===== src/i2c_eeprom_byte_access_master_macros.svh =====
// Assertion macros used by the byte access master top level.
`ifndef I2C_EEPROM_BYTE_ACCESS_MASTER_MACROS_SVH
`define I2C_EEPROM_BYTE_ACCESS_MASTER_MACROS_SVH

// Same-cycle implication, disabled while reset is high.
`define I2CEBM_ASSERT_NOW(label, clk, rst, ante, cons) \
  label: assert property (@(posedge clk) disable iff (rst) (ante) |-> (cons)) \
    else $error("i2cebm: same-cycle check failed");

// Next-cycle implication, disabled while reset is high.
`define I2CEBM_ASSERT_NEXT(label, clk, rst, ante, cons) \
  label: assert property (@(posedge clk) disable iff (rst) (ante) |=> (cons)) \
    else $error("i2cebm: next-cycle check failed");

`endif


===== src/i2cebm_pkg.sv =====
// Types, codes and the transaction programmes of the byte access master.
package i2cebm_pkg;

  // Configuration register indexes
  localparam logic [1:0] REG_PHASE_TICKS    = 2'd0;
  localparam logic [1:0] REG_ACK_TIMEOUT    = 2'd1;
  localparam logic [1:0] REG_DEVICE_ADDRESS = 2'd2;

  localparam logic [15:0] PHASE_TICKS_RESET    = 16'd250;
  localparam logic [9:0]  ACK_TIMEOUT_RESET    = 10'd1000;
  localparam logic [6:0]  DEVICE_ADDRESS_RESET = 7'd80;

  typedef enum logic [4:0] {
    S_IDLE, S_ST_A, S_ST_B, S_ST_C,
    S_BIT_A, S_BIT_B, S_BIT_C, S_TAIL_A, S_TAIL_B,
    S_ACK_H, S_ACK_P, S_ACK_L,
    S_RD_A, S_RD_B, S_RD_H, S_RD_L,
    S_SP_A, S_SP_B, S_SP_C
  } step_t;

  typedef enum logic [3:0] {
    OP_END, OP_START, OP_DEVW, OP_ADDR, OP_DATA, OP_DEVR, OP_ACK, OP_READ, OP_STOP
  } op_t;

  // Operation at a programme slot; write and read programmes
  function automatic op_t prog_op(logic is_read, logic [3:0] slot);
    op_t op;
    op = OP_END;
    if (!is_read) begin
      unique case (slot)
        4'd0:    op = OP_START;
        4'd1:    op = OP_DEVW;
        4'd2:    op = OP_ACK;
        4'd3:    op = OP_ADDR;
        4'd4:    op = OP_ACK;
        4'd5:    op = OP_DATA;
        4'd6:    op = OP_ACK;
        4'd7:    op = OP_STOP;
        default: op = OP_END;
      endcase
    end else begin
      unique case (slot)
        4'd0:    op = OP_START;
        4'd1:    op = OP_DEVW;
        4'd2:    op = OP_ACK;
        4'd3:    op = OP_ADDR;
        4'd4:    op = OP_ACK;
        4'd5:    op = OP_START;
        4'd6:    op = OP_DEVR;
        4'd7:    op = OP_ACK;
        4'd8:    op = OP_READ;
        4'd9:    op = OP_STOP;
        default: op = OP_END;
      endcase
    end
    return op;
  endfunction

endpackage


===== src/i2c_eeprom_byte_access_master.sv =====
// Top level of the two-wire EEPROM byte access master.
//
//  channel  | handshake             | word contents
//  ---------+-----------------------+------------------------------------------------
//  in       | in_valid / in_ready   | req_valid req_type mem_address write_data sda_in
//  out      | out_valid / out_ready | scl_level sda_level sda_drive busy_res done_res
//           |                       | read_byte ack_missing
//  cfg      | cfg_write (no wait)   | cfg_index cfg_data
//
// One input word is one bus timer tick; its result word is registered and
// appears on the out port at the next clock edge.
// The sequencer state registers double as the result register, so a new word
// is taken every cycle while out_ready stays high.
// A stalled result (out_valid high, out_ready low) drops in_ready and holds the state.
// Reset (rst, synchronous) returns to idle with both lines driven high
// and the configuration registers at their defaults.
`include "i2c_eeprom_byte_access_master_macros.svh"

module i2c_eeprom_byte_access_master (
  input  logic        clk,
  input  logic        rst,
  // input channel
  input  logic        in_valid,
  output logic        in_ready,
  input  logic        req_valid,
  input  logic        req_type,
  input  logic [7:0]  mem_address,
  input  logic [7:0]  write_data,
  input  logic        sda_in,
  // output channel
  output logic        out_valid,
  input  logic        out_ready,
  output logic        scl_level,
  output logic        sda_level,
  output logic        sda_drive,
  output logic        busy_res,
  output logic        done_res,
  output logic [7:0]  read_byte,
  output logic        ack_missing,
  // configuration
  input  logic        cfg_write,
  input  logic [1:0]  cfg_index,
  input  logic [15:0] cfg_data
);

  // Configuration registers
  logic [15:0] phase_ticks;
  logic [9:0]  ack_timeout;
  logic [6:0]  device_address;

  // Sequencer state
  i2cebm_pkg::step_t step, step_next;
  logic [2:0]  bit_index, bit_index_next;
  logic [15:0] phase_counter, phase_counter_next;
  logic [9:0]  ack_cnt, ack_cnt_next;
  logic [7:0]  shift_byte, shift_byte_next;
  logic        lat_type, lat_type_next;
  logic [7:0]  lat_addr, lat_addr_next;
  logic [7:0]  lat_data, lat_data_next;
  logic [7:0]  received, received_next;
  logic        ack_fault, ack_fault_next;
  logic [3:0]  slot, slot_next;
  logic        line_scl, line_scl_next;
  logic        line_sda, line_sda_next;
  logic        line_drive, line_drive_next;
  logic        finished, finished_next;

  logic accept;
  logic take_request;

  // The result register is the state itself: it may only move with the out side free
  assign in_ready = !out_valid || out_ready;
  assign accept   = in_valid && in_ready;

  // An accepted word that opens a transaction
  assign take_request = accept && req_valid && (step == i2cebm_pkg::S_IDLE);

  always_ff @(posedge clk) begin
    if (rst) begin
      phase_ticks    <= i2cebm_pkg::PHASE_TICKS_RESET;
      ack_timeout    <= i2cebm_pkg::ACK_TIMEOUT_RESET;
      device_address <= i2cebm_pkg::DEVICE_ADDRESS_RESET;
    end else if (cfg_write) begin
      unique case (cfg_index)
        i2cebm_pkg::REG_PHASE_TICKS:    phase_ticks    <= cfg_data;
        i2cebm_pkg::REG_ACK_TIMEOUT:    ack_timeout    <= cfg_data[9:0];
        i2cebm_pkg::REG_DEVICE_ADDRESS: device_address <= cfg_data[6:0];
        default: ;
      endcase
    end
  end

  // Next state for one tick: phase timing, then programme advance, then entry actions
  always_comb begin
    logic [15:0] pc_inc;
    logic [9:0]  lim;
    logic        start_op;
    logic        go;
    logic [3:0]  op_slot;
    i2cebm_pkg::step_t tgt;
    i2cebm_pkg::op_t   op;

    step_next          = step;
    bit_index_next     = bit_index;
    phase_counter_next = phase_counter;
    ack_cnt_next       = ack_cnt;
    shift_byte_next    = shift_byte;
    lat_type_next      = lat_type;
    lat_addr_next      = lat_addr;
    lat_data_next      = lat_data;
    received_next      = received;
    ack_fault_next     = ack_fault;
    slot_next          = slot;
    line_scl_next      = line_scl;
    line_sda_next      = line_sda;
    line_drive_next    = line_drive;
    finished_next      = 1'b0;

    pc_inc   = phase_counter + 16'd1;
    lim      = (ack_timeout == '0) ? 10'd1 : ack_timeout;
    start_op = 1'b0;
    go       = 1'b0;
    op_slot  = slot + 4'd1;
    tgt      = step;
    op       = i2cebm_pkg::OP_END;

    priority if (step == i2cebm_pkg::S_IDLE) begin
      if (req_valid) begin
        lat_type_next  = req_type;
        lat_addr_next  = mem_address;
        lat_data_next  = write_data;
        ack_fault_next = 1'b0;
        start_op       = 1'b1;
        op_slot        = '0;
      end
    end else if (step == i2cebm_pkg::S_ACK_P) begin
      // Poll the acknowledge; a timeout is recorded and the wait ends anyway
      if (!sda_in) begin
        go  = 1'b1;
        tgt = i2cebm_pkg::S_ACK_L;
      end else begin
        if (ack_cnt != '1) ack_cnt_next = ack_cnt + 10'd1;
        if (ack_cnt_next >= lim) begin
          ack_fault_next = 1'b1;
          go             = 1'b1;
          tgt            = i2cebm_pkg::S_ACK_L;
        end
      end
    end else begin
      phase_counter_next = pc_inc;
      if (pc_inc >= phase_ticks) begin
        go = 1'b1;
        unique case (step)
          i2cebm_pkg::S_ST_A:  tgt = i2cebm_pkg::S_ST_B;
          i2cebm_pkg::S_ST_B:  tgt = i2cebm_pkg::S_ST_C;
          i2cebm_pkg::S_BIT_A: tgt = i2cebm_pkg::S_BIT_B;
          i2cebm_pkg::S_BIT_B: tgt = i2cebm_pkg::S_BIT_C;
          i2cebm_pkg::S_BIT_C: begin
            if (bit_index != 3'd7) begin
              bit_index_next = bit_index + 3'd1;
              tgt            = i2cebm_pkg::S_BIT_A;
            end else begin
              tgt = i2cebm_pkg::S_TAIL_A;
            end
          end
          i2cebm_pkg::S_TAIL_A: tgt = i2cebm_pkg::S_TAIL_B;
          i2cebm_pkg::S_ACK_H:  tgt = i2cebm_pkg::S_ACK_P;
          i2cebm_pkg::S_RD_A:   tgt = i2cebm_pkg::S_RD_B;
          i2cebm_pkg::S_RD_B:   tgt = i2cebm_pkg::S_RD_H;
          i2cebm_pkg::S_RD_H: begin
            // Sample on the last tick of clock high
            shift_byte_next = {shift_byte[6:0], sda_in};
            tgt             = i2cebm_pkg::S_RD_L;
          end
          i2cebm_pkg::S_RD_L: begin
            if (bit_index != 3'd7) begin
              bit_index_next = bit_index + 3'd1;
              tgt            = i2cebm_pkg::S_RD_H;
            end else begin
              go       = 1'b0;
              start_op = 1'b1;
            end
          end
          i2cebm_pkg::S_SP_A: tgt = i2cebm_pkg::S_SP_B;
          i2cebm_pkg::S_SP_B: tgt = i2cebm_pkg::S_SP_C;
          default: begin
            // end of start, byte tail, acknowledge or stop: next operation
            go       = 1'b0;
            start_op = 1'b1;
          end
        endcase
      end
    end

    if (start_op) begin
      slot_next = op_slot;
      op        = i2cebm_pkg::prog_op(lat_type_next, op_slot);
      go        = 1'b1;
      unique case (op)
        i2cebm_pkg::OP_START: tgt = i2cebm_pkg::S_ST_A;
        i2cebm_pkg::OP_DEVW: begin
          shift_byte_next = {device_address, 1'b0};
          bit_index_next  = '0;
          tgt             = i2cebm_pkg::S_BIT_A;
        end
        i2cebm_pkg::OP_DEVR: begin
          shift_byte_next = {device_address, 1'b1};
          bit_index_next  = '0;
          tgt             = i2cebm_pkg::S_BIT_A;
        end
        i2cebm_pkg::OP_ADDR: begin
          shift_byte_next = lat_addr_next;
          bit_index_next  = '0;
          tgt             = i2cebm_pkg::S_BIT_A;
        end
        i2cebm_pkg::OP_DATA: begin
          shift_byte_next = lat_data_next;
          bit_index_next  = '0;
          tgt             = i2cebm_pkg::S_BIT_A;
        end
        i2cebm_pkg::OP_ACK: tgt = i2cebm_pkg::S_ACK_H;
        i2cebm_pkg::OP_READ: begin
          shift_byte_next = '0;
          bit_index_next  = '0;
          tgt             = i2cebm_pkg::S_RD_A;
        end
        i2cebm_pkg::OP_STOP: tgt = i2cebm_pkg::S_SP_A;
        default: begin
          // programme finished: return to idle, lines stay as they are
          go = 1'b0;
          if (lat_type_next) received_next = shift_byte_next;
          step_next          = i2cebm_pkg::S_IDLE;
          phase_counter_next = '0;
          finished_next      = 1'b1;
        end
      endcase
    end

    if (go) begin
      step_next          = tgt;
      phase_counter_next = '0;
      unique case (tgt)
        i2cebm_pkg::S_ST_A: begin
          line_sda_next   = 1'b1;
          line_drive_next = 1'b1;
        end
        i2cebm_pkg::S_ST_B:  line_scl_next = 1'b1;
        i2cebm_pkg::S_ST_C:  line_sda_next = 1'b0;
        i2cebm_pkg::S_BIT_A: begin
          line_scl_next   = 1'b0;
          line_drive_next = 1'b1;
        end
        // ~bit_index picks bits MSB first
        i2cebm_pkg::S_BIT_B:  line_sda_next = shift_byte_next[~bit_index_next];
        i2cebm_pkg::S_BIT_C:  line_scl_next = 1'b1;
        i2cebm_pkg::S_TAIL_A: line_scl_next = 1'b0;
        i2cebm_pkg::S_TAIL_B: line_sda_next = 1'b1;
        i2cebm_pkg::S_ACK_H: begin
          line_drive_next = 1'b0;
          line_scl_next   = 1'b1;
        end
        i2cebm_pkg::S_ACK_P: ack_cnt_next  = '0;
        i2cebm_pkg::S_ACK_L: line_scl_next = 1'b0;
        i2cebm_pkg::S_RD_A: begin
          line_drive_next = 1'b1;
          line_scl_next   = 1'b0;
        end
        i2cebm_pkg::S_RD_B: line_sda_next = 1'b1;
        i2cebm_pkg::S_RD_H: begin
          line_drive_next = 1'b0;
          line_scl_next   = 1'b1;
        end
        i2cebm_pkg::S_RD_L: line_scl_next = 1'b0;
        i2cebm_pkg::S_SP_A: begin
          line_drive_next = 1'b1;
          line_sda_next   = 1'b0;
        end
        i2cebm_pkg::S_SP_B: line_scl_next = 1'b1;
        i2cebm_pkg::S_SP_C: line_sda_next = 1'b1;
        default: ;
      endcase
    end
  end

  // Advance the state on every accepted word; hold it otherwise
  always_ff @(posedge clk) begin
    if (rst) begin
      step          <= i2cebm_pkg::S_IDLE;
      bit_index     <= '0;
      phase_counter <= '0;
      ack_cnt       <= '0;
      shift_byte    <= '0;
      lat_type      <= 1'b0;
      lat_addr      <= '0;
      lat_data      <= '0;
      received      <= '0;
      ack_fault     <= 1'b0;
      slot          <= '0;
      line_scl      <= 1'b1;
      line_sda      <= 1'b1;
      line_drive    <= 1'b1;
      finished      <= 1'b0;
    end else if (accept) begin
      step          <= step_next;
      bit_index     <= bit_index_next;
      phase_counter <= phase_counter_next;
      ack_cnt       <= ack_cnt_next;
      shift_byte    <= shift_byte_next;
      lat_type      <= lat_type_next;
      lat_addr      <= lat_addr_next;
      lat_data      <= lat_data_next;
      received      <= received_next;
      ack_fault     <= ack_fault_next;
      slot          <= slot_next;
      line_scl      <= line_scl_next;
      line_sda      <= line_sda_next;
      line_drive    <= line_drive_next;
      finished      <= finished_next;
    end
  end

  // One result word per accepted input word
  always_ff @(posedge clk) begin
    if (rst) begin
      out_valid <= 1'b0;
    end else if (accept) begin
      out_valid <= 1'b1;
    end else if (out_ready) begin
      out_valid <= 1'b0;
    end
  end

  assign scl_level   = line_scl;
  assign sda_level   = line_sda;
  assign sda_drive   = line_drive;
  assign busy_res    = (step != i2cebm_pkg::S_IDLE);
  assign done_res    = finished;
  assign read_byte   = received;
  assign ack_missing = ack_fault;

  `I2CEBM_ASSERT_NOW(a_done_is_idle, clk, rst, done_res, !busy_res)
  `I2CEBM_ASSERT_NOW(a_ack_poll_lines, clk, rst, step == i2cebm_pkg::S_ACK_P, !sda_drive && scl_level)
  `I2CEBM_ASSERT_NEXT(a_stall_holds_state, clk, rst, !in_ready, $stable(step) && $stable(phase_counter))
  `I2CEBM_ASSERT_NEXT(a_request_starts, clk, rst, take_request, step == i2cebm_pkg::S_ST_A)

endmodule

===== config.mk =====
export PLATFORM = sky130hd
export DESIGN_NAME = i2c_eeprom_byte_access_master
export DESIGN_NICKNAME = d
export VERILOG_FILES = /design/src/i2cebm_pkg.sv /design/src/i2c_eeprom_byte_access_master.sv
export VERILOG_INCLUDE_DIRS = /design/src /design/src/src
export SDC_FILE = /design/constraint.sdc
export NUM_CORES = 1
export LEC_CHECK = 0
export BUFFER_PORTS_ARGS = -buffer_cell sky130_fd_sc_hd__buf_2
export CORE_AREA = 2 2 156 158
export DETAILED_ROUTE_END_ITERATION = 6
export DIE_AREA = 0 0 158 160
export GPL_ROUTABILITY_DRIVEN = 0
export GPL_TIMING_DRIVEN = 0
export HOLD_SLACK_MARGIN = 0.1
export MAX_ROUTING_LAYER = met4
export PLACE_DENSITY = 0.53
export SLEW_MARGIN = 0
export SYNTH_ARGS = -nofsm -noshare
export SYNTH_HDL_FRONTEND = slang
export SYNTH_SLANG_ARGS = --single-unit
export TNS_END_PERCENT = 50

===== constraint.sdc =====
create_clock -name clk -period 4.5 [get_ports clk]
set_input_delay 0.225 -clock clk [delete_from_list [all_inputs] [get_ports clk]]
set_output_delay 0.225 -clock clk [all_outputs]
set_load 0.05 [all_outputs]

# [After elaboration in Yosys (flattened, before gate mapping)]
# Memory sizes are Yosys's and may differ from the RTL's.
# Cells that the tools add are included.
[op_classes] addsub=4 magnitude_cmp=3 eq_ne=46 muxes=81 n_bitwise=2 reduce_logical=36
[op_table] op="$mux 10" n=10
[op_table] op="$mux 16" n=5
[op_table] op="$mux 8" n=9
[op_table] op="$eq 5x4->1 const B" n=14
[op_table] op="$pmux 5 s13" n=1
[op_table] op="$mux 5" n=10
[op_table] op="$eq 5x3->1 const B" n=8
[op_table] op="$pmux 8 s5" n=1
[op_table] op="$eq 5x5->1 const B" n=5
[op_table] op="$mux 1" n=25
[op_table] op="$pmux 5 s5" n=1
[op_table] op="$mux 3" n=7
[op_table] op="$mux 4" n=5
[op_table] op="$add 16x1->16 const B" n=1
[op_table] op="$eq 4x3->1 const B" n=4
[op_table] op="$ge 16x16->1" n=1
[op_table] op="$eq 5x2->1 const B" n=3
[op_table] op="$reduce_or 5->1" n=3
[op_table] op="$reduce_bool 2->1" n=7
[op_table] op="$reduce_and 3->1" n=4
[op_table] op="$reduce_or 12->1" n=1
[op_table] op="$reduce_or 4->1" n=3
[op_table] op="$add 10x1->10 const B" n=1
[op_table] op="$eq 5x1->1 const B" n=2
[op_table] op="32 further kinds" n=41
[word_totals] regBits=110 rom_bits=96 in_bits=42 out_inout_bits=16 word_cells=193 n_memories=2
[mem_list] memory="(no name shown)" depth=16 width=4 rd=1 rd_ports_with_merged_regs=0 write_ports=0 line_no="i2cebm_pkg.sv:42" text="unique case (slot)"
[mem_list] memory="(no name shown)" depth=8 width=4 rd=1 rd_ports_with_merged_regs=0 write_ports=0 line_no="i2cebm_pkg.sv:30" text="unique case (slot)"

# [Depth between registers and ports, before layout]
[depth] word_depth=16 ltp_mapped=21 depth_no_buf=20

# [Least setup slack after synthesis]
# Ideal clock, no wire load.
[synth_path] path_kind="reg-to-reg" from="reg phase_counter[2]" to="reg line_sda, in the netlist sda_level" setup_ns=0.122 arrival_ns=4.685 path_slack_ns=-0.307 stages_incl_launch_ff=20 path_buffers=0 synth_period_minus_slack_ns=4.807 cell_sequence="dfxtp_1 nand3_1 or2_2 nor2_1 and3_1 and3_1 and3_1 nand3_1 xnor2_1 ha_1 a211o_1 nor3b_1 a31o_4 or3_1 mux2i_4 mux4_2 mux2_2 a32oi_1 o211ai_1 o32a_1"
[synth_via] elab_chain_len=11 elab_cells_between_ends=39
[synth_rtl] item="from (decl)" line_no="i2c_eeprom_byte_access_master.sv:54" text="logic [15:0] phase_counter, phase_counter_next;"
[synth_rtl] item="from (signal assigned)" line_no="i2c_eeprom_byte_access_master.sv:306" text="phase_counter <= phase_counter_next;"
[synth_rtl] item="$add 16x1->16 (*)" line_no="i2c_eeprom_byte_access_master.sv:119" text="pc_inc = phase_counter + 16'd1;"
[synth_rtl] item="$ge 16x16->1 (*)" line_no="i2c_eeprom_byte_access_master.sv:151" text="if (pc_inc >= phase_ticks) begin"
[synth_rtl] item="$mux 5 or $mux 3 (tied branches)" line_no="i2c_eeprom_byte_access_master.sv:151"
[synth_rtl] item="$mux 5 or $mux 3 (tied branches)" line_no="i2c_eeprom_byte_access_master.sv:136" text="end else if (step == i2cebm_pkg::S_ACK_P) begin"
[synth_rtl] item="$mux 5 or $mux 3 (tied branches)" line_no="i2c_eeprom_byte_access_master.sv:127" text="priority if (step == i2cebm_pkg::S_IDLE) begin"
[synth_rtl] item="$pmux 5 s5 or $mux 3 (tied branches)" line_no="i2c_eeprom_byte_access_master.sv:199" text="unique case (op)"
[synth_rtl] item="$mux 5 or $mux 3 (tied branches)" line_no="i2c_eeprom_byte_access_master.sv:195" text="if (start_op) begin"
[synth_rtl] item="$eq 5x1->1, or another cell as far along" line_no="i2c_eeprom_byte_access_master.sv:242" text="unique case (tgt)"
[synth_rtl] item="$reduce_or 4->1 (no line), or another cell as far along"
[synth_rtl] item="$reduce_bool 3->1 (no line) or $mux 1 (tied branches)"
[synth_rtl] item="$reduce_and 3->1 (no line) or $pmux 1 s3 (tied branches)"
[synth_rtl] item="to (signal assigned)" line_no="i2c_eeprom_byte_access_master.sv:316" text="line_sda <= line_sda_next;"
[synth_rtl] item="to (decl)" line_no="i2c_eeprom_byte_access_master.sv:64" text="logic line_sda, line_sda_next;"
# Mark *: on every way between the ends. The rest lies on a longest branch, timed or not. The select of a mux whose other input is x is not followed.
# A chain may end at the register's enable or synchronous reset.

# [Worst setup path after layout]
[layout_path] from="reg phase_counter[0]" to="reg line_sda, in the netlist sda_level"
# The elaborated chain is that of the path after synthesis.

==> results.txt <==
NetSw -> 711 µW
total number of vias -> 6739
Post-Syn Area -> 6950 µm²
final worst slack -> -0.172 ns
Fin Clk Skew -> 0.0103 ns
aggregate global-route resource usage -> 17.4%
Flop pwr share -> 42.5%
critical path class -> reg2reg
Hold WS -> 0.109 ns
Routed met3 length -> 682 µm
Int Power -> 1700 µW
Placeable Area -> 23800 µm²
Top FF cell, synth -> dfxtp_1
Distinct cells, synth -> 74
final setup vio count -> 3
EDFF count, synth -> 0
Vert. Die Dim -> 160 µm
flops & latches, synth -> 110
final period utilization -> 104%
CTS Sinks -> 110
Slew Limit Fails -> 0
CTS root buffer -> clkbuf_16
P&R area growth vs syn -> 24.1%
Worst-Margin Slew -> 0.888 ns
DP Worst Slack -> -1.22 ns
met2 WL post-DR -> 10200 µm
DRC viols -> 0
vias per std cell -> 5.03
hold crit path type -> in2reg
Net Sw Frac -> 29.5%
post-route minimum period -> 4.67 ns
Multi-input gate area -> 4760 µm²
Achievable Freq -> 0.214 GHz
dpl hpwl -> 15500 µm
Bufs on Longest Clock Path -> 2
count leader, synth -> nand2_1
synth cell count leaders -> nand2_1, dfxtp_1, nor2_1
Clk network pwr share -> 38.2%
vias in the first global route -> 6460
Top Layer Used -> met4
Pwr Density -> 279 nW/µm²
Synth Area per Inst -> 7.60 µm²
Gate Count Post-Synth -> 915
CP startpoint kind -> flop
# Max-Cap Violations -> 0
Area contributors post-synth -> dfxtp_1, nand2_1, a21oi_1
DRT Pass-1 Iters -> 5
Nets -> 1089
Ant. Diodes -> 0
RSZ-0062 raised after global routing -> true
critical path required time -> 4.76 ns
Slew headroom -> 40.8%
largest net degree at the start of global routing -> 20
boundary pin count -> 58
clk_lat worst skew -> 0.37 ns
Comb pwr share -> 19.3%
layout cells sized above 1 -> 18.1%
Rows -> 57
# fillers -> 2554
share of Yosys cell area claimed by the top area cell type -> 31.7%
Leak -> 0.00343 µW
Cell Area, Placed -> 7690 µm²
Yosys warnings -> 0
status -> complete, but fails checks
port buffer count -> 56
clk slew on worst S/H paths -> 0.08 ns
initial antenna violation count -> 0
global-route wire length before repair -> 33700 µm
initial core utilization -> 29.2%
wire length per cell -> 15.9 µm
Worst setup EP type -> flop
# placed instances -> 1295
GRT overflow -> 0
post-route insts no fill -> 1340
CTS tree -> yes
IR drop worst, VDD -> 0.211 mV
DR iter-0 viols -> 470
die area -> 25300 µm²
wl on met1 -> 9990 µm
Yosys top cell by area -> dfxtp_1
violated checks -> setup timing
final instance area -> 8620 µm²
register area -> 2220 µm²
crit path DAT -> 4.93 ns
Final ANT Viol Nets -> 0
WL final -> 21300 µm
CTS buffer count -> 9
Clock H-tree levels -> 3
Final Hold Fails -> 0
largest fanout on the critical path -> 4
Seq/Total Area, Yosys -> 31.7%
Die X -> 158 µm
Synth Net Count -> 992
asr flop ratio synth -> 0%
[routing by layer]
layer / global-route usage, % / vias to the layer above
met4: 6.47 / 0
met3: 1.93 / 30
met1: 22.5 / 3148
met2: 28.0 / 141
li1: - / 3420
met5: - / -
[final timing paths]
| kind | slack, ns | to | startpoint | cells after the start |
|---|---|---|---|---|
| max reg2reg | -0.17 | sda_level | phase_counter[0] | 18 |
| max | -0.17 | sda_level | phase_counter[0] | 18 |
| min reg2reg | 0.46 | phase_ticks[13] | phase_ticks[13] | 2 |
| min | 0.11 | ack_timeout[8] | cfg_data[8] | 2 |
[cell usage in the layout (no fill, tap or decap), drive strengths merged, types with 6 or more instances in the layout]
cell         Yosys  routed
xor2            21      21
nor2           105     105
a21boi           6       6
and3            11      11
a21oi           96      96
a31oi           12      12
dlygate4sd3      0       9
o21a             6       6
a211oi           9       9
clkbuf          40      46
xnor2           18      18
nand3           26      26
and2             7       7
nand2          150     150
buf              9      91
nand2b          12      12
or2              6       6
nor3            19      19
dfxtp          110     110
o22ai            7       7
a21o             9       9
nand3b           6       6
o21ai           29      29
ha              35      35
a211o           22      22
inv             36      37
mux2i           22      22
[metrics by stage]
step | util (%) | TNS [ns] | power [µW]
after floorplan | - | 0 | 1320
after global placement | 32.3 | -31.89 | 1450
after detailed placement | 32.3 | -31.04 | 1450
after CTS | 35.6 | -0.183 | 2410
after global routing | 36.2 | -2.44 | 2510
final | 36.2 | -0.253 | 2410
[flip-flops by register name (all words and copies together), names as in the netlist]
signal,cells
phase_counter,16
ack_missing,1
sda_level,1
ack_timeout,10
step,5
bit_index,3
slot,4
sda_drive,1
lat_addr,8
lat_data,8
ack_cnt,10
done_res,1
device_address,7
phase_ticks,16
scl_level,1
lat_type,1
out_valid,1
read_byte,8
shift_byte,8
[what timing repair did]
item                                    in CTS  in global routing
hold buffers                                 9                  0
setup buffers                               22                  4
gates resized for setup                     44                 29
endpoints found under the hold margin        9                  0
endpoints found under the setup margin      52                 47
pin swaps                                   21                  9
[worst max-delay path, cell delays in order (launching register included)]
cell      delay, ns
dfxtp_4        0.39
ha_4           0.16
nand3_4        0.09
nor2_2         0.14
and3_4         0.22
and3_4         0.21
xor2_1         0.06
ha_1           0.29
and4_1         0.20
nand2_1        0.09
or4_4          0.46
a31o_4         0.29
or3_4          0.41
mux2i_4        0.21
mux4_2         0.51
mux2_4         0.28
a32oi_4        0.22
o211ai_1       0.12
o32a_1         0.19
[area by class of cell]
class	instances	share of cell area [%]
clock buffer	11	2.93
timing repair buffer	91	6.70
buffer	44	2.32
clock inverter	4	0.914
tap	324	4.70
multi-input combinational	720	55.1
inverter	36	1.57
sequential	110	25.7
[power groups by stage]
stage / registers (µW) / logic (µW) / clock network (µW)
after floorplan: 1050 / 269 / 0
after global placement: 1050 / 399 / 0
after detailed placement: 1050 / 401 / 0
after CTS: 1020 / 441 / 946
after global routing: 1030 / 508 / 973
final: 1020 / 465 / 920
[cell families (layout without fill, tap and decap cells)]
kind of cell / Yosys count / count (layout) / share of synthesized area [%]
fa+ha+maj: 35 / 35 / 6.30
flops: 110 / 110 / 31.7
xor+xnor: 39 / 39 / 4.91
mux: 27 / 27 / 4.48
simple gates: 378 / 378 / 24.9
buf+inv: 85 / 186 / 4.79
compound gates: 241 / 241 / 23.0
Note: power is estimated with default switching activity, not from simulation.
